$ cat config.mk
export PLATFORM = sky130hd
export DESIGN_NAME = soa_build
export DESIGN_NICKNAME = d
export VERILOG_FILES = /design/src/hw/rtl/soa_pkg.sv /design/src/hw/rtl/soa_build.sv
export SDC_FILE = /design/constraint.sdc
export NUM_CORES = 1
export LEC_CHECK = 0
export BUFFER_PORTS_ARGS = -buffer_cell sky130_fd_sc_hd__buf_2
export CORE_AREA = 2 2 165 167
export DETAILED_ROUTE_END_ITERATION = 10
export DIE_AREA = 0 0 167 169
export PLACE_DENSITY = 0.87
export SETUP_SLACK_MARGIN = 0.1
export SLEW_MARGIN = 10
export SYNTH_ARGS = -nofsm -noshare
export SYNTH_HDL_FRONTEND = slang
export SYNTH_SLANG_ARGS = --single-unit
export TNS_END_PERCENT = 5
$ cat constraint.sdc
create_clock -name clk -period 23.1 [get_ports clk]
set_input_delay 6.93 -clock clk [delete_from_list [all_inputs] [get_ports clk]]
set_output_delay 6.93 -clock clk [all_outputs]
set_load 0.01 [all_outputs]
$ cat src/hw/rtl/soa_pkg.sv
// ----------------------------------------------------------------------------
// soa_pkg: shared types and constants of the prime set engine
// Word-organised bit store geometry, operation codes, memory request type and
// the mod-12 helpers used by the quadratic form stepper.
// ----------------------------------------------------------------------------
package soa_pkg;

	// field widths
	localparam int unsigned VAL_W  = 16;
	localparam int unsigned CNT_W  = 13;
	localparam int unsigned FUNC_W = 2;

	// largest limit a build honours; a larger register value is saturated
	localparam int unsigned MAX_LIMIT = 65535;

	// bit store: 65536 bits kept as 4096 words of 16 bits
	localparam int unsigned WORD_W   = 16;
	localparam int unsigned BIT_W    = $clog2(WORD_W);
	localparam int unsigned ROW_N    = (1 << VAL_W) / WORD_W;
	localparam int unsigned ROW_W    = $clog2(ROW_N);
	localparam logic [ROW_W-1:0] ROW_LAST = ROW_W'(ROW_N - 1);

	// first odd candidate of the square clearing pass
	localparam int unsigned SQ_FIRST = 5;

	// residues mod 12 selected by the three forms
	localparam logic [3:0] RES_A_LO = 4'd1;
	localparam logic [3:0] RES_A_HI = 4'd5;
	localparam logic [3:0] RES_B    = 4'd7;
	localparam logic [3:0] RES_C    = 4'd11;
	localparam logic [3:0] MOD_N    = 4'd12;

	typedef enum logic [FUNC_W-1:0] {
		FN_BUILD  = 2'd0,
		FN_TEST   = 2'd1,
		FN_ERASE  = 2'd2,
		FN_SEARCH = 2'd3
	} func_t;

	// the three quadratic forms: 4x2+y2, 3x2+y2, 3x2-y2
	typedef enum logic [1:0] {
		FORM_A = 2'd0,
		FORM_B = 2'd1,
		FORM_C = 2'd2
	} form_t;

	typedef struct packed {
		logic              en;
		logic              we;
		logic [ROW_W-1:0]  addr;
		logic [WORD_W-1:0] wdata;
	} ram_req_t;

	typedef struct packed {
		logic             done;
		logic [CNT_W-1:0] count;
	} bld_stat_t;

	// x mod 12 counter step
	function automatic logic [3:0] m12_inc(logic [3:0] v);
		return (v == MOD_N - 4'd1) ? 4'd0 : v + 4'd1;
	endfunction

	// (v*v) mod 12 for v in 0..11
	function automatic logic [3:0] sq_m12(logic [3:0] v);
		logic [3:0] r;
		case (v)
			4'd0, 4'd6:                r = 4'd0;
			4'd2, 4'd4, 4'd8, 4'd10:   r = 4'd4;
			4'd3, 4'd9:                r = 4'd9;
			default:                   r = 4'd1;
		endcase
		return r;
	endfunction

	// (4*v*v) mod 12
	function automatic logic [3:0] sq4_m12(logic [3:0] v);
		return (v == 4'd0 || v == 4'd3 || v == 4'd6 || v == 4'd9) ? 4'd0 : 4'd4;
	endfunction

	// (3*v*v) mod 12
	function automatic logic [3:0] sq3_m12(logic [3:0] v);
		return v[0] ? 4'd3 : 4'd0;
	endfunction

	function automatic logic [3:0] add12(logic [3:0] a, logic [3:0] b);
		logic [4:0] s;
		s = {1'b0, a} + {1'b0, b};
		return (s >= {1'b0, MOD_N}) ? 4'(s - {1'b0, MOD_N}) : s[3:0];
	endfunction

	function automatic logic [3:0] sub12(logic [3:0] a, logic [3:0] b);
		return (a >= b) ? a - b : 4'(a + MOD_N - b);
	endfunction

	// residue test of one form from x mod 12 and y mod 12
	function automatic logic form_hit(form_t f, logic [3:0] xm, logic [3:0] ym);
		logic [3:0] r;
		logic       h;
		unique case (f)
			FORM_A: begin
				r = add12(sq4_m12(xm), sq_m12(ym));
				h = (r == RES_A_LO) || (r == RES_A_HI);
			end
			FORM_B: begin
				r = add12(sq3_m12(xm), sq_m12(ym));
				h = (r == RES_B);
			end
			default: begin
				r = sub12(sq3_m12(xm), sq_m12(ym));
				h = (f == FORM_C) && (r == RES_C);
			end
		endcase
		return h;
	endfunction

	typedef enum logic [3:0] {
		B_IDLE,
		B_CLEAR,
		B_ROOT,
		B_FORM,
		B_FLIP,
		B_SQ_RD,
		B_SQ_CHK,
		B_MUL_RD,
		B_MUL_WR,
		B_MARK_RD,
		B_MARK_WR,
		B_COUNT,
		B_COUNT_LAST,
		B_DONE
	} bld_state_t;

	typedef enum logic [2:0] {
		Q_IDLE,
		Q_BUILD,
		Q_CHK,
		Q_SCAN,
		Q_OUT
	} q_state_t;

endpackage

$ cat src/hw/rtl/soa_build.sv
// ----------------------------------------------------------------------------
// soa_build: sieve build sequencer
// Clears the store, finds the integer root of the limit, steps the three
// quadratic forms with read-modify-write flips, clears square multiples,
// marks 2 and 3 and counts the set bits, all through one memory port.
// ----------------------------------------------------------------------------
module soa_build (
	input  logic                              clk,
	input  logic                              arst_n,
	input  logic                              start,
	input  logic [soa_pkg::VAL_W-1:0]         lim,
	input  logic [soa_pkg::WORD_W-1:0]        rdata,
	output soa_pkg::ram_req_t                 req,
	output soa_pkg::bld_stat_t                stat
);

	soa_pkg::bld_state_t state_q, state_d;

	logic [soa_pkg::VAL_W-1:0]  lim_q;
	logic [soa_pkg::ROW_W-1:0]  row_q;
	logic [7:0]                 root_q;
	logic [16:0]                rsq_q;
	logic [7:0]                 x_q, y_q;
	logic [3:0]                 xm_q, ym_q;
	soa_pkg::form_t             form_q;
	logic [17:0]                a_q, b_q;
	logic [15:0]                ysq_q;
	logic [15:0]                n_q;
	logic [8:0]                 p_q;
	logic [15:0]                s_q;
	logic [16:0]                k_q;
	logic [soa_pkg::CNT_W-1:0]  cnt_q;
	logic                       rd_vld_q;

	logic [18:0] n_full;
	logic        root_more;
	logic        flip;
	logic        sweep_end;
	logic        adv;
	logic        p_last;
	logic        sq_bit;
	logic        k_in;
	logic [soa_pkg::WORD_W-1:0] mark_bits;
	soa_pkg::bld_state_t after_sweep;

	function automatic logic [soa_pkg::BIT_W:0] popcnt(logic [soa_pkg::WORD_W-1:0] w);
		logic [soa_pkg::BIT_W:0] c;
		c = '0;
		for (int i = 0; i < soa_pkg::WORD_W; i++) begin
			c = c + (soa_pkg::BIT_W + 1)'(w[i]);
		end
		return c;
	endfunction

	// candidate number of the current form
	always_comb begin
		unique case (form_q)
			soa_pkg::FORM_A: n_full = 19'(a_q) + 19'(ysq_q);
			soa_pkg::FORM_B: n_full = 19'(b_q) + 19'(ysq_q);
			default:         n_full = 19'(b_q) - 19'(ysq_q);
		endcase
	end

	assign root_more = (rsq_q <= 17'(lim_q));
	assign flip      = (n_full <= 19'(lim_q))
	                   && soa_pkg::form_hit(form_q, xm_q, ym_q)
	                   && ((form_q != soa_pkg::FORM_C) || (x_q > y_q));
	assign sweep_end = (form_q == soa_pkg::FORM_C) && (y_q == root_q) && (x_q == root_q);
	assign adv       = ((state_q == soa_pkg::B_FORM) && !flip) || (state_q == soa_pkg::B_FLIP);
	assign p_last    = (p_q + 9'd2) > {1'b0, root_q};
	assign sq_bit    = rdata[p_q[soa_pkg::BIT_W-1:0]];
	assign k_in      = (k_q <= 17'(lim_q));
	assign after_sweep = (root_q >= 8'(soa_pkg::SQ_FIRST)) ? soa_pkg::B_SQ_RD
	                                                       : soa_pkg::B_MARK_RD;

	// 2 and 3 join the set only when the limit reaches them
	always_comb begin
		mark_bits    = '0;
		mark_bits[2] = (lim_q >= 16'd2);
		mark_bits[3] = (lim_q >= 16'd3);
	end

	// state register
	always_ff @(posedge clk or negedge arst_n) begin
		if (!arst_n) begin
			state_q  <= soa_pkg::B_IDLE;
			rd_vld_q <= 1'b0;
		end else begin
			state_q  <= state_d;
			rd_vld_q <= (state_q == soa_pkg::B_COUNT);
		end
	end

	// next state and memory requests
	always_comb begin
		state_d = state_q;
		req     = '0;
		unique case (state_q)
			soa_pkg::B_IDLE: begin
				if (start) state_d = soa_pkg::B_CLEAR;
			end
			soa_pkg::B_CLEAR: begin
				req.en   = 1'b1;
				req.we   = 1'b1;
				req.addr = row_q;
				if (row_q == soa_pkg::ROW_LAST) state_d = soa_pkg::B_ROOT;
			end
			soa_pkg::B_ROOT: begin
				if (!root_more) begin
					state_d = (root_q == 8'd0) ? soa_pkg::B_MARK_RD : soa_pkg::B_FORM;
				end
			end
			soa_pkg::B_FORM: begin
				if (flip) begin
					req.en   = 1'b1;
					req.addr = n_full[soa_pkg::VAL_W-1:soa_pkg::BIT_W];
					state_d  = soa_pkg::B_FLIP;
				end else if (sweep_end) begin
					state_d = after_sweep;
				end
			end
			soa_pkg::B_FLIP: begin
				req.en    = 1'b1;
				req.we    = 1'b1;
				req.addr  = n_q[soa_pkg::VAL_W-1:soa_pkg::BIT_W];
				req.wdata = rdata ^ (soa_pkg::WORD_W'(1) << n_q[soa_pkg::BIT_W-1:0]);
				state_d   = sweep_end ? after_sweep : soa_pkg::B_FORM;
			end
			soa_pkg::B_SQ_RD: begin
				req.en   = 1'b1;
				req.addr = soa_pkg::ROW_W'(p_q[7:soa_pkg::BIT_W]);
				state_d  = soa_pkg::B_SQ_CHK;
			end
			soa_pkg::B_SQ_CHK: begin
				if (sq_bit)      state_d = soa_pkg::B_MUL_RD;
				else if (p_last) state_d = soa_pkg::B_MARK_RD;
				else             state_d = soa_pkg::B_SQ_RD;
			end
			soa_pkg::B_MUL_RD: begin
				if (k_in) begin
					req.en   = 1'b1;
					req.addr = k_q[soa_pkg::VAL_W-1:soa_pkg::BIT_W];
					state_d  = soa_pkg::B_MUL_WR;
				end else begin
					state_d = p_last ? soa_pkg::B_MARK_RD : soa_pkg::B_SQ_RD;
				end
			end
			soa_pkg::B_MUL_WR: begin
				req.en    = 1'b1;
				req.we    = 1'b1;
				req.addr  = k_q[soa_pkg::VAL_W-1:soa_pkg::BIT_W];
				req.wdata = rdata & ~(soa_pkg::WORD_W'(1) << k_q[soa_pkg::BIT_W-1:0]);
				state_d   = soa_pkg::B_MUL_RD;
			end
			soa_pkg::B_MARK_RD: begin
				req.en  = 1'b1;
				state_d = soa_pkg::B_MARK_WR;
			end
			soa_pkg::B_MARK_WR: begin
				req.en    = 1'b1;
				req.we    = 1'b1;
				req.wdata = rdata | mark_bits;
				state_d   = soa_pkg::B_COUNT;
			end
			soa_pkg::B_COUNT: begin
				req.en   = 1'b1;
				req.addr = row_q;
				if (row_q == soa_pkg::ROW_LAST) state_d = soa_pkg::B_COUNT_LAST;
			end
			soa_pkg::B_COUNT_LAST: state_d = soa_pkg::B_DONE;
			soa_pkg::B_DONE:       state_d = soa_pkg::B_IDLE;
			default:               state_d = soa_pkg::B_IDLE;
		endcase
	end

	// loop counters, form stepper and square pass datapath
	always_ff @(posedge clk) begin
		case (state_q)
			soa_pkg::B_IDLE: begin
				lim_q  <= lim;
				row_q  <= '0;
				root_q <= '0;
				rsq_q  <= 17'd1;
			end
			soa_pkg::B_CLEAR: row_q <= row_q + 1'b1;
			soa_pkg::B_ROOT: begin
				if (root_more) begin
					root_q <= root_q + 8'd1;
					rsq_q  <= rsq_q + 17'({root_q, 1'b0}) + 17'd3;
				end else begin
					x_q    <= 8'd1;
					y_q    <= 8'd1;
					xm_q   <= 4'd1;
					ym_q   <= 4'd1;
					form_q <= soa_pkg::FORM_A;
					a_q    <= 18'd4;
					b_q    <= 18'd3;
					ysq_q  <= 16'd1;
					p_q    <= 9'(soa_pkg::SQ_FIRST);
				end
			end
			soa_pkg::B_FORM: begin
				if (flip) n_q <= n_full[soa_pkg::VAL_W-1:0];
			end
			soa_pkg::B_SQ_RD: s_q <= 16'(p_q[7:0]) * 16'(p_q[7:0]);
			soa_pkg::B_SQ_CHK: begin
				if (sq_bit) k_q <= {1'b0, s_q};
				else        p_q <= p_q + 9'd2;
			end
			soa_pkg::B_MUL_RD: begin
				if (!k_in) p_q <= p_q + 9'd2;
			end
			soa_pkg::B_MUL_WR: k_q <= k_q + 17'(s_q);
			soa_pkg::B_MARK_WR: row_q <= '0;
			soa_pkg::B_COUNT:   row_q <= row_q + 1'b1;
			default: ;
		endcase

		// advance over form, then y, then x
		if (adv) begin
			if (form_q != soa_pkg::FORM_C) begin
				form_q <= soa_pkg::form_t'(form_q + 2'd1);
			end else begin
				form_q <= soa_pkg::FORM_A;
				if (y_q != root_q) begin
					y_q   <= y_q + 8'd1;
					ym_q  <= soa_pkg::m12_inc(ym_q);
					ysq_q <= ysq_q + 16'({y_q, 1'b0}) + 16'd1;
				end else begin
					y_q   <= 8'd1;
					ym_q  <= 4'd1;
					ysq_q <= 16'd1;
					x_q   <= x_q + 8'd1;
					xm_q  <= soa_pkg::m12_inc(xm_q);
					a_q   <= a_q + 18'({x_q, 3'b000}) + 18'd4;
					b_q   <= b_q + 18'({x_q, 2'b00}) + 18'({x_q, 1'b0}) + 18'd3;
				end
			end
		end

		// population count over the swept words
		if (state_q == soa_pkg::B_MARK_WR) begin
			cnt_q <= '0;
		end else if (rd_vld_q) begin
			cnt_q <= cnt_q + soa_pkg::CNT_W'(popcnt(rdata));
		end
	end

	assign stat.done  = (state_q == soa_pkg::B_DONE);
	assign stat.count = cnt_q;

	// flips and square clears stay inside the limit
	a_flip_in_range: assert property (@(posedge clk) disable iff (!arst_n)
		(state_q == soa_pkg::B_FLIP) |-> (n_q <= lim_q))
		else $error("flip beyond limit");

	a_clear_in_range: assert property (@(posedge clk) disable iff (!arst_n)
		(state_q == soa_pkg::B_MUL_WR) |-> (k_q <= 17'(lim_q)))
		else $error("square clear beyond limit");

endmodule

==> results of run 1 <==
synthesized netlist by cell type (all sizes together) (16+ instances only):
| master | number |
|---|---|
| edfxtp | 112 |
| nand3 | 77 |
| nor2 | 140 |
| fa | 51 |
| nand4 | 27 |
| a31oi | 16 |
| and3 | 25 |
| nand2 | 176 |
| dfxtp | 90 |
| o21ai | 156 |
| o21a | 23 |
| nor3 | 40 |
| a211oi | 17 |
| ha | 225 |
| clkbuf | 48 |
| nor4 | 16 |
| mux2i | 28 |
| a21o | 26 |
| o31ai | 19 |
| o21bai | 16 |
| mux2 | 18 |
| inv | 174 |
| and2 | 18 |
| a21oi | 134 |
| nor2b | 42 |
| xnor2 | 86 |
| xor2 | 46 |
sequential cells by signal (all words and copies together), names as in the netlist, named ones only:
register	cells
n_q	16
ysq_q	16
root_q	8
rsq_q	17
k_q	17
x_q	8
b_q	18
row_q	12
rd_vld_q	1
form_q	2
a_q	18
s_q	14
y_q	8
cnt_q	13
xm_q	4
p_q	8
state_q	4
lim_q	16
ym_q	4
report_power, final:
part           switching, mW  internal (mW)  leakage [nW]
Sequential             0.115          0.538          1.83
Clock                  0.165          0.270         0.443
Combinational          0.946          0.675          6.28
final cells by class:
type	instances	area, sq um	area share, %
tap	341	426.7	2.190
clock buffer	29	693.2	3.559
inverter	174	653.1	3.353
clock inverter	15	205.2	1.053
multi-input combinational	1581	11770	60.41
sequential	207	5290	27.16
timing repair buffer	85	442.9	2.274
worst reg2reg max path, delay by kind of cell (launching register included):
family / cells / cell delay, ns
compound gates: 11 / 2.02
xor+xnor: 1 / 0.15
fa+ha+maj: 4 / 1.47
buf+inv: 3 / 0.79
flops: 1 / 0.40
mux: 3 / 0.94
simple gates: 6 / 2.05
final timing paths:
path / to / from / cells after the start / slack [ns]
max in group asynchronous: rd_vld_q$_DFF_PN0_ / arst_n / 1 / 16.70
max reg2reg: a_q[17]$_DFF_P_ / form_q[1]$_SDFFCE_PN0P_ / 28 / 15.22
min reg2reg: cnt_q[6]$_SDFFE_PP0P_ / cnt_q[6]$_SDFFE_PP0P_ / 2 / 0.51
max: req[20] / form_q[1]$_SDFFCE_PN0P_ / 26 / 8.27
min in group asynchronous: state_q[3]$_DFFE_PN0P_ / arst_n / 1 / 6.22
min: cnt_q[6]$_SDFFE_PP0P_ / cnt_q[6]$_SDFFE_PP0P_ / 2 / 0.51
logic make-up after synthesis:
kind of cell,count (synthesis)
mux,48
buf+inv,233
fa+ha+maj,276
simple gates,624
flops,207
compound gates,501
xor+xnor,132
per-stage QoR:
| stage | instance area, sq um | setup slack (ns) | power, mW |
|---|---|---|---|
| 2_1_floorplan | 17950 | 8.794 | 1.831 |
| 3_3_place_gp | 18580 | 8.613 | 2.156 |
| 6_report | 19480 | 8.271 | 2.709 |
| 5_1_grt | 19480 | 7.675 | 2.922 |
| 4_1_cts | 19480 | 8.331 | 2.685 |
| 3_5_place_dp | 18580 | 8.571 | 2.235 |
per-layer routing:
metal,GRT usage (%),vias up
li1,-,7364
met1,43.70,7536
met2,60.98,751
met3,5.050,168
met4,18.07,0
met5,0,-
cell usage in the layout, fill, tap and decap left out, types with 77 or more instances in the layout:
master    synthesis  final
ha_1            225    225
nand2_1         176    176
inv_1           173    173
o21ai_0         154    153
nor2_1          140    139
a21oi_1         132    131
edfxtp_1        112    112
dfxtp_1          90     90
xnor2_1          86     86
buf_2             4     78
nand3_1          77     77
==> out/results.ini, run 1 <==
[layout]
nNetsFinal=2384
finalNonFillerCells=2432
drive_gt1_share_pct=8.608
final_core_util_pct=73.50
syn_to_final_growth_pct=8.503
fillers=1894
diodes=0

[die]
rows=60
start_util_pct=67.74
die-area_sq_um=28220
io_pins=79
die_y_um=169
die_w_um=167
core_area_sq_um=26500

[setup_path]
cp_max_fo=21
path_buf_inv=3
cp.required_ns=16.17
crit_slowest_cell=a21oi_2
critPathMaxStageDelay_ns=0.93
worstPathArrival_ns=7.90
cp_common_cell=ha_1
cp-start-kind=flip-flop
worstSetupEndpointType=primary output
path_class=flip-flop to primary output
path_delay_family=compound AO/OA/AOI/OAI gates

[drt]
dr.max_layer_used=met4
wl_per_cell_um=20.71
wl_um=50360
drc_errors=0
drtPass1Iterations=8
wl_met1_um=19600
wl_met2_um=23930
drtAntennaViolNets=0
dr_wl_met3_um=4021
vias_per_cell=6.505
vias=15820
drt-initial-drc-count=1591

[global_routing]
grt_max_degree=54
grt_pass1_wl_um=80990
grt-ovfl-total=0
track_usage_pct=35.47
antenna_found_initial=1
grt_pass1_vias=15800

[min_path]
worstHoldPathType=flip-flop to flip-flop

[clock_tree]
clk_path_buf_depth=3
clkTransAtPathRegs_ns=0.06
postCtsSetupBuffers=0
cts-hold-fix-buffers=0
post_cts_resized=0
cts_made_buffers=24
cts_sinks=207
cts_max_level=1
insertion_delay_ns=0.54
root_buffer=clkbuf_16
cts_tree=yes

[sta]
min_period_ns=14.83
worst_slew_pin_slew_ns=1.204
rsz0062_at_grt=false
max_freq_mhz=67.43
fin_skew_ns=0.01409
hold_slack_ns=0.5063
finalSetupTns_ns=0
setup_violations=0
finalHoldViolations=0
relSlewSlack_pct=19.43
finalCritPeriodShare_pct=64.20
drv_slew=0

[logic_synthesis]
synth_edf_count=112
yosysUniqueCellTypes=89
yosysWarnings=0
synthCells=2021
yosys.area.top_type=edfxtp_1
ys_ff_latch=207
ys_seq_area_share_pct=29.47
ys.flop_type=edfxtp_1
synth.top_cell.area_share_pct=18.73
synth_fa_ha_area_share_pct=21.37
syn-num-nets=2332
avgSynthCellArea_sq_um=8.883
synthSimpleGateAreaFrac_pct=17.04
synth_top_family_by_area=adder cells
synth_compound_area_share_pct=17.72
synthXorXnorAreaFrac_pct=6.440
syn_area_sq_um=17950
synth-async-reset-ratio_pct=2.415
muxShareOfSynthArea_pct=2.941
ys_top_cells_by_area=edfxtp_1, ha_1, dfxtp_1

[placement]
dp_hpwl_um=38160
portBuffers=78
gp_congestion=0.9572
dp.cells=2388

[pwr]
worst_ir_drop_vdd_uv=141.5
cellLeakagePower_nw=8.556
power_density_nw_per_um2=139.1

[run_status]
outcome=finished clean

[flow_run]
maxCapViolCount=0

Note: power is estimated with default switching activity, not from simulation.
==> inputs of run 2 (changes only) <==
- ABC_AREA: not set -> 1
- CORE_AREA: 2 2 165 167 -> 2 2 180 182
- DIE_AREA: 0 0 167 169 -> 0 0 182 184
- PLACE_DENSITY: 0.87 -> 0.78
- clock period: 23.1 -> 13.2 ns (I/O delays scaled with it)
==> run 2 against run 1 <==
  * Synthesized area up 0.61%
  * Utilization down 11 points
  * Count of clock-buffer cells in the layout up 9
  * Clock power up 57%
  * Clock skew up 0.0053 ns
  * Non-clock buffer count up 2
  * Sequential share of layout area down 0.16 points
  * Sequential cell count unchanged
  * Setup slack worse by 5.1 ns
  * Critical path depth up 1
  * Register-to-register slack worse by 8.0 ns
  * Critical endpoint is now req[19]
  * Largest power group is now registers
==> out/results.ini, run 2 <==
[run_status]
outcome=finished clean

[die]
start_util_pct=57.53
io_pins=79
die_w_um=182
rows=65
die-area_sq_um=33490
core_area_sq_um=31390
die_y_um=184

[placement]
gp_congestion=0.9451
dp.cells=2774
portBuffers=78
dp_hpwl_um=39870

[layout]
layout_commonest_cell=nand2_1
fillers=2766
finalNonFillerCells=2819
nNetsFinal=2710
drive_gt1_share_pct=6.165
top_regs=a_q (18), b_q (18)
syn_to_final_growth_pct=8.486
diodes=0
layout_common_cells=nand2_1, inv_1, ha_1

[logic_synthesis]
synthCells=2330
yosysMostFrequentCell=nand2_1
ys_seq_area_share_pct=29.29
synth_edf_count=112
yosys-top-cells-count=nand2_1, inv_1, ha_1
yosys.area.top_type=edfxtp_1
yosysUniqueCellTypes=61
syn_area_sq_um=18060
ys_ff_latch=207
avgSynthCellArea_sq_um=7.752
ys.flop_type=edfxtp_1
yosysWarnings=0
syn-num-nets=2641
ys_top_cells_by_area=edfxtp_1, ha_1, dfxtp_1
synth-async-reset-ratio_pct=2.415
synth.top_cell.area_share_pct=18.62

[global_routing]
antenna_found_initial=0
track_usage_pct=30.35
grt_pass1_wl_um=80970
grt_max_degree=51
grt-ovfl-total=0
grt_pass1_vias=15570

[clock_tree]
root_buffer=clkbuf_16
cts-hold-fix-buffers=0
cts_max_level=1
cts_made_buffers=25
post_cts_resized=0
cts_sinks=207
postCtsSetupBuffers=0
clkTransAtPathRegs_ns=0.06
insertion_delay_ns=0.54
cts_tree=yes
clk_path_buf_depth=3

[pwr]
clkPwrFrac_pct=41.0
combinationalPowerShare_pct=16.4
p_int_mw=1.215
power_density_nw_per_um2=85.07
worst_ir_drop_vdd_uv=84.15
cellLeakagePower_nw=9.484
power_switching_uw=451.7
finalPower_mw=1.667
p_seq_share_pct=42.6
switching_share_pct=27.10

[sta]
setup_violations=0
finalCritPeriodShare_pct=76.16
drv_slew=0
rsz0062_at_grt=false
finalSetupTns_ns=0
fin_skew_ns=0.01936
hold_slack_ns=0.4819
min_period_ns=10.05
relSlewSlack_pct=23.22
max_freq_mhz=99.47
worst_slew_pin_slew_ns=1.148
finalHoldViolations=0

[setup_path]
worstSetupEndpointType=primary output
worstPathArrival_ns=6.09
cp.required_ns=9.24
r2r-start=form_q[1]$_SDFFCE_PN0P_
timing.reg2reg.setup_slack_ns=7.19
reg2reg_to=x_q[3]$_DFF_P_
cp_max_fo=20
worstRegToRegCells=27
cp-start-kind=flip-flop
path_class=flip-flop to primary output

[drt]
vias_per_cell=5.755
drtPass1Iterations=5
drc_errors=0
wl_per_cell_um=17.77
drt-initial-drc-count=1230
vias=16220
drtAntennaViolNets=0
wl_um=50100

[min_path]
hold_path_depth=1
whs_endpoint=cnt_q[11]$_SDFFE_PP0P_
worstHoldPathType=flip-flop to flip-flop
min_from=cnt_q[11]$_SDFFE_PP0P_

[flow_run]
maxCapViolCount=0

[run 2: changes by cell type in the layout (fill, tap and decap cells not counted), sizes merged, moves of 36 or more]
cell	previous run	this run
inv	175	344
nand2	176	446
nand3	77	114
nor2	140	204
nor2b	42	0
xnor2	86	27
xor2	46	82
[run 2: worst max-delay path by stage]
stage,start,to,depth (start not counted)
4_1_cts,form_q[1]$_SDFFCE_PN0P_,req[19],27
3_5_place_dp,form_q[1]$_SDFFCE_PN0P_,req[19],27
5_1_grt,form_q[1]$_SDFFCE_PN0P_,req[19],27
6_report,form_q[1]$_SDFFCE_PN0P_,req[19],27
3_3_place_gp,form_q[1]$_SDFFCE_PN0P_,req[27],27
2_1_floorplan,form_q[1]$_SDFFCE_PN0P_,req[27],30
[run 2: final cells by class]
type / count / area, sq um / area share (%)
clock inverter: 7 / 66.31 / 0.3384
sequential: 207 / 5290 / 27.00
tap: 402 / 503.0 / 2.567
inverter: 345 / 1295 / 6.609
timing repair buffer: 87 / 457.9 / 2.337
multi-input combinational: 1733 / 11260 / 57.45
clock buffer: 38 / 725.7 / 3.704
[run 2: cells by family after synthesis]
kind of cell / count (synthesis) / synth area share [%]
compound gates: 485 / 15.30
xor+xnor: 109 / 5.286
fa+ha+maj: 276 / 21.24
buf+inv: 390 / 8.438
flops: 207 / 29.29
mux: 3 / 0.1801
simple gates: 860 / 20.26
[run 2: power by group through the flow]
| stage | registers (mW) | logic, mW | clock network (mW) |
|---|---|---|---|
| finish | 0.710 | 0.273 | 0.683 |
| floorplan | 0.730 | 0.202 | 0 |
| global placement | 0.723 | 0.262 | 0 |
| detailed placement | 0.724 | 0.273 | 0 |
| global route | 0.713 | 0.324 | 0.713 |
| CTS | 0.710 | 0.275 | 0.690 |
[run 2: per-layer routing]
metal	vias to the layer above	routed length, um	GRT usage, %	part of all wire (%)
met1	7576	22140	40.14	44
met5	-	0	0	0
met4	0	2386	12.87	4.8
li1	7988	-	-	-
met3	105	3206	4.061	6.4
met2	554	22370	50.15	45
[run 2: metrics by stage]
step / instance area (sq um) / setup WS [ns] / utilization [%]
3_5_place_dp: 18800 / 3.812 / 59.89
4_1_cts: 19590 / 3.203 / 62.42
2_1_floorplan: 18060 / 4.616 / -
6_report: 19590 / 3.147 / 62.42
5_1_grt: 19590 / 2.604 / 62.42
3_3_place_gp: 18800 / 4.043 / 59.89
[run 2: worst max-delay path, stage by stage, from the launching register on]
cell	delay, ns
edfxtp_1	0.39
inv_1	0.12
ha_1	0.65
o21ai_0	0.21
ha_1	0.40
nand2_1	0.10
nand3_1	0.12
nand2_1	0.10
o21bai_1	0.25
nand3_1	0.15
nand2_1	0.11
a21oi_1	0.08
or2_2	0.27
a31oi_1	0.31
ha_1	0.32
nand2_1	0.09
nor2_1	0.05
a211oi_1	0.17
nand2_1	0.08
nand2_1	0.06
nand2_1	0.04
a21oi_1	0.16
nand3_2	0.14
nor2_2	0.27
buf_4	0.32
inv_1	0.17
o211ai_1	0.23
buf_2	0.19
==> inputs of run 3 (changes only) <==
- CORE_AREA: 2 2 180 182 -> 2 2 171 173
- DIE_AREA: 0 0 182 184 -> 0 0 173 175
- PLACE_DENSITY: 0.78 -> 0.82
- clock period: 13.2 -> 9.7 ns (I/O delays scaled with it)
==> run 3 against run 2 <==
  * Cell count fell by 0.57%
  * Sequential cell count did not move
  * Utilization rose by 6.6 points
  * First-iteration DRC count rose by 25%
  * Sequential share of layout area barely moved
  * Via count rose by 1.6%
  * Critical path depth fell by 1
  * Total power rose by 36%
==> out/results.ini, run 3 (synthesis results as in run 2) <==
[placement]
portBuffers=78
dp.cells=2756
gp_congestion=0.9703
dp_hpwl_um=40320

[global_routing]
top_usage_layer=met2
grt_pass1_wl_um=80900
track_usage_pct=33.39
grt-ovfl-total=0
grt_pass1_vias=15580
grt_max_degree=51
grt_util_met1_pct=44.28
antenna_found_initial=0
grt_util_met3_pct=3.742
use_met2_pct=54.88

[clock_tree]
root_buffer=clkbuf_16
cts_made_buffers=26
postCtsSetupBuffers=0
cts-hold-fix-buffers=0
post_cts_resized=0
cts_tree=yes
cts_max_level=1
clk_path_buf_depth=3
cts_sinks=207
insertion_delay_ns=0.54
clkTransAtPathRegs_ns=0.05

[die]
die_y_um=175
io_pins=79
core_area_sq_um=28390
die_w_um=173
die-area_sq_um=30280
start_util_pct=63.61
rows=62

[layout]
nNetsFinal=2711
layout_commonest_cell=nand2_1
diodes=0
top_regs=a_q (18), b_q (18)
finalNonFillerCells=2803
multiInputGateArea_sq_um=11260
layout_common_cells=nand2_1, inv_1, ha_1
seqCellArea_sq_um=5290
fillers=2362
syn_to_final_growth_pct=8.417
drive_gt1_share_pct=6.118

[sta]
max_freq_mhz=112.2
worst_slew_pin_slew_ns=1.104
rsz0062_at_grt=false
finalCritPeriodShare_pct=91.88
relSlewSlack_pct=26.14
min_period_ns=8.912
finalSetupTns_ns=0
setup_violations=0
drv_slew=0
fin_skew_ns=0.01119
finalHoldViolations=0

[pwr]
power_density_nw_per_um2=115.9
worst_ir_drop_vdd_uv=114.4
cellLeakagePower_nw=9.487

[drt]
wl_um=50400
drt-initial-drc-count=1539
vias=16480
wl_per_cell_um=17.98
drc_errors=0
drtAntennaViolNets=0
vias_per_cell=5.880
drtPass1Iterations=6

[setup_path]
path_class=flip-flop to primary output
cp-start-kind=flip-flop
cp_max_fo=20
worstSetupEndpointType=primary output
worstPathArrival_ns=6.00
cp.required_ns=6.79

[flow_run]
maxCapViolCount=0

[run_status]
outcome=finished clean

[min_path]
worstHoldPathType=flip-flop to flip-flop

[run 3: cell count changes in the layout (fill, tap and decap cells not counted), sizes merged]
cell / previous run / this run
clkbuf: 38 / 39
clkinv: 7 / 9
bufinv: 1 / 0
[run 3: layout make-up]
type,instances,share of cell area (%)
timing repair buffer,87,2.339
inverter,345,6.613
clock inverter,8,0.2428
clock buffer,39,3.840
sequential,207,27.02
multi-input combinational,1733,57.50
tap,384,2.454
[run 3: through the flow]
stage	hold slack, ns	setup slack, ns	instance area (sq um)	power [mW]	util, %
final	0.4692	0.7876	19580	2.269	68.97
after global routing	0.4932	0.2845	19580	2.362	68.97
after CTS	0.4682	0.4900	19580	2.278	68.95
after detailed placement	0.4598	1.071	18780	1.365	66.13
after global placement	0.4457	1.267	18780	1.339	66.13
after floorplan	0.4453	2.166	18060	1.269	-
[run 3: report_power, final]
group          internal, mW  leakage (nW)  switching (mW)
Clock                 0.535         0.394           0.388
Sequential            0.947          1.71          0.0196
Combinational         0.167          7.38           0.212
[run 3: metal layers]
metal	vias up	share of wire (%)
met1	7659	43
li1	8039	-
met2	660	45
met3	125	6.6
met4	0	5.3
met5	-	0
[run 3: path summary, 6_finish.rpt]
| kind | from | end | slack [ns] | cells past startpoint |
|---|---|---|---|---|
| setup / recovery | form_q[1]$_SDFFCE_PN0P_ | req[19] | 0.79 | 26 |
| hold reg to reg | a_q[17]$_DFF_P_ | a_q[17]$_DFF_P_ | 0.47 | 2 |
| max in group asynchronous | arst_n | state_q[2]$_DFFE_PN0P_ | 7.38 | 1 |
| hold / removal | a_q[17]$_DFF_P_ | a_q[17]$_DFF_P_ | 0.47 | 2 |
| min in group asynchronous | arst_n | state_q[0]$_DFFE_PN0P_ | 2.18 | 1 |
| setup reg to reg | form_q[1]$_SDFFCE_PN0P_ | b_q[15]$_DFF_P_ | 3.73 | 27 |
[run 3: worst max-delay path, cell delays in order (launching register included)]
cell	delay, ns
edfxtp_1	0.39
inv_1	0.12
ha_1	0.66
o21ai_0	0.24
ha_1	0.40
nand2_1	0.09
nand3_1	0.10
nand2_1	0.09
o21bai_1	0.20
nand3_1	0.12
nand2_1	0.10
a21oi_1	0.07
or2_2	0.27
a31oi_1	0.33
ha_1	0.32
nand2_1	0.09
nor2_1	0.05
a211oi_1	0.18
nand2_1	0.08
nand2_1	0.06
nand2_1	0.05
a21oi_1	0.17
nand3_2	0.15
nor2_4	0.47
inv_1	0.21
o211ai_1	0.28
buf_2	0.18
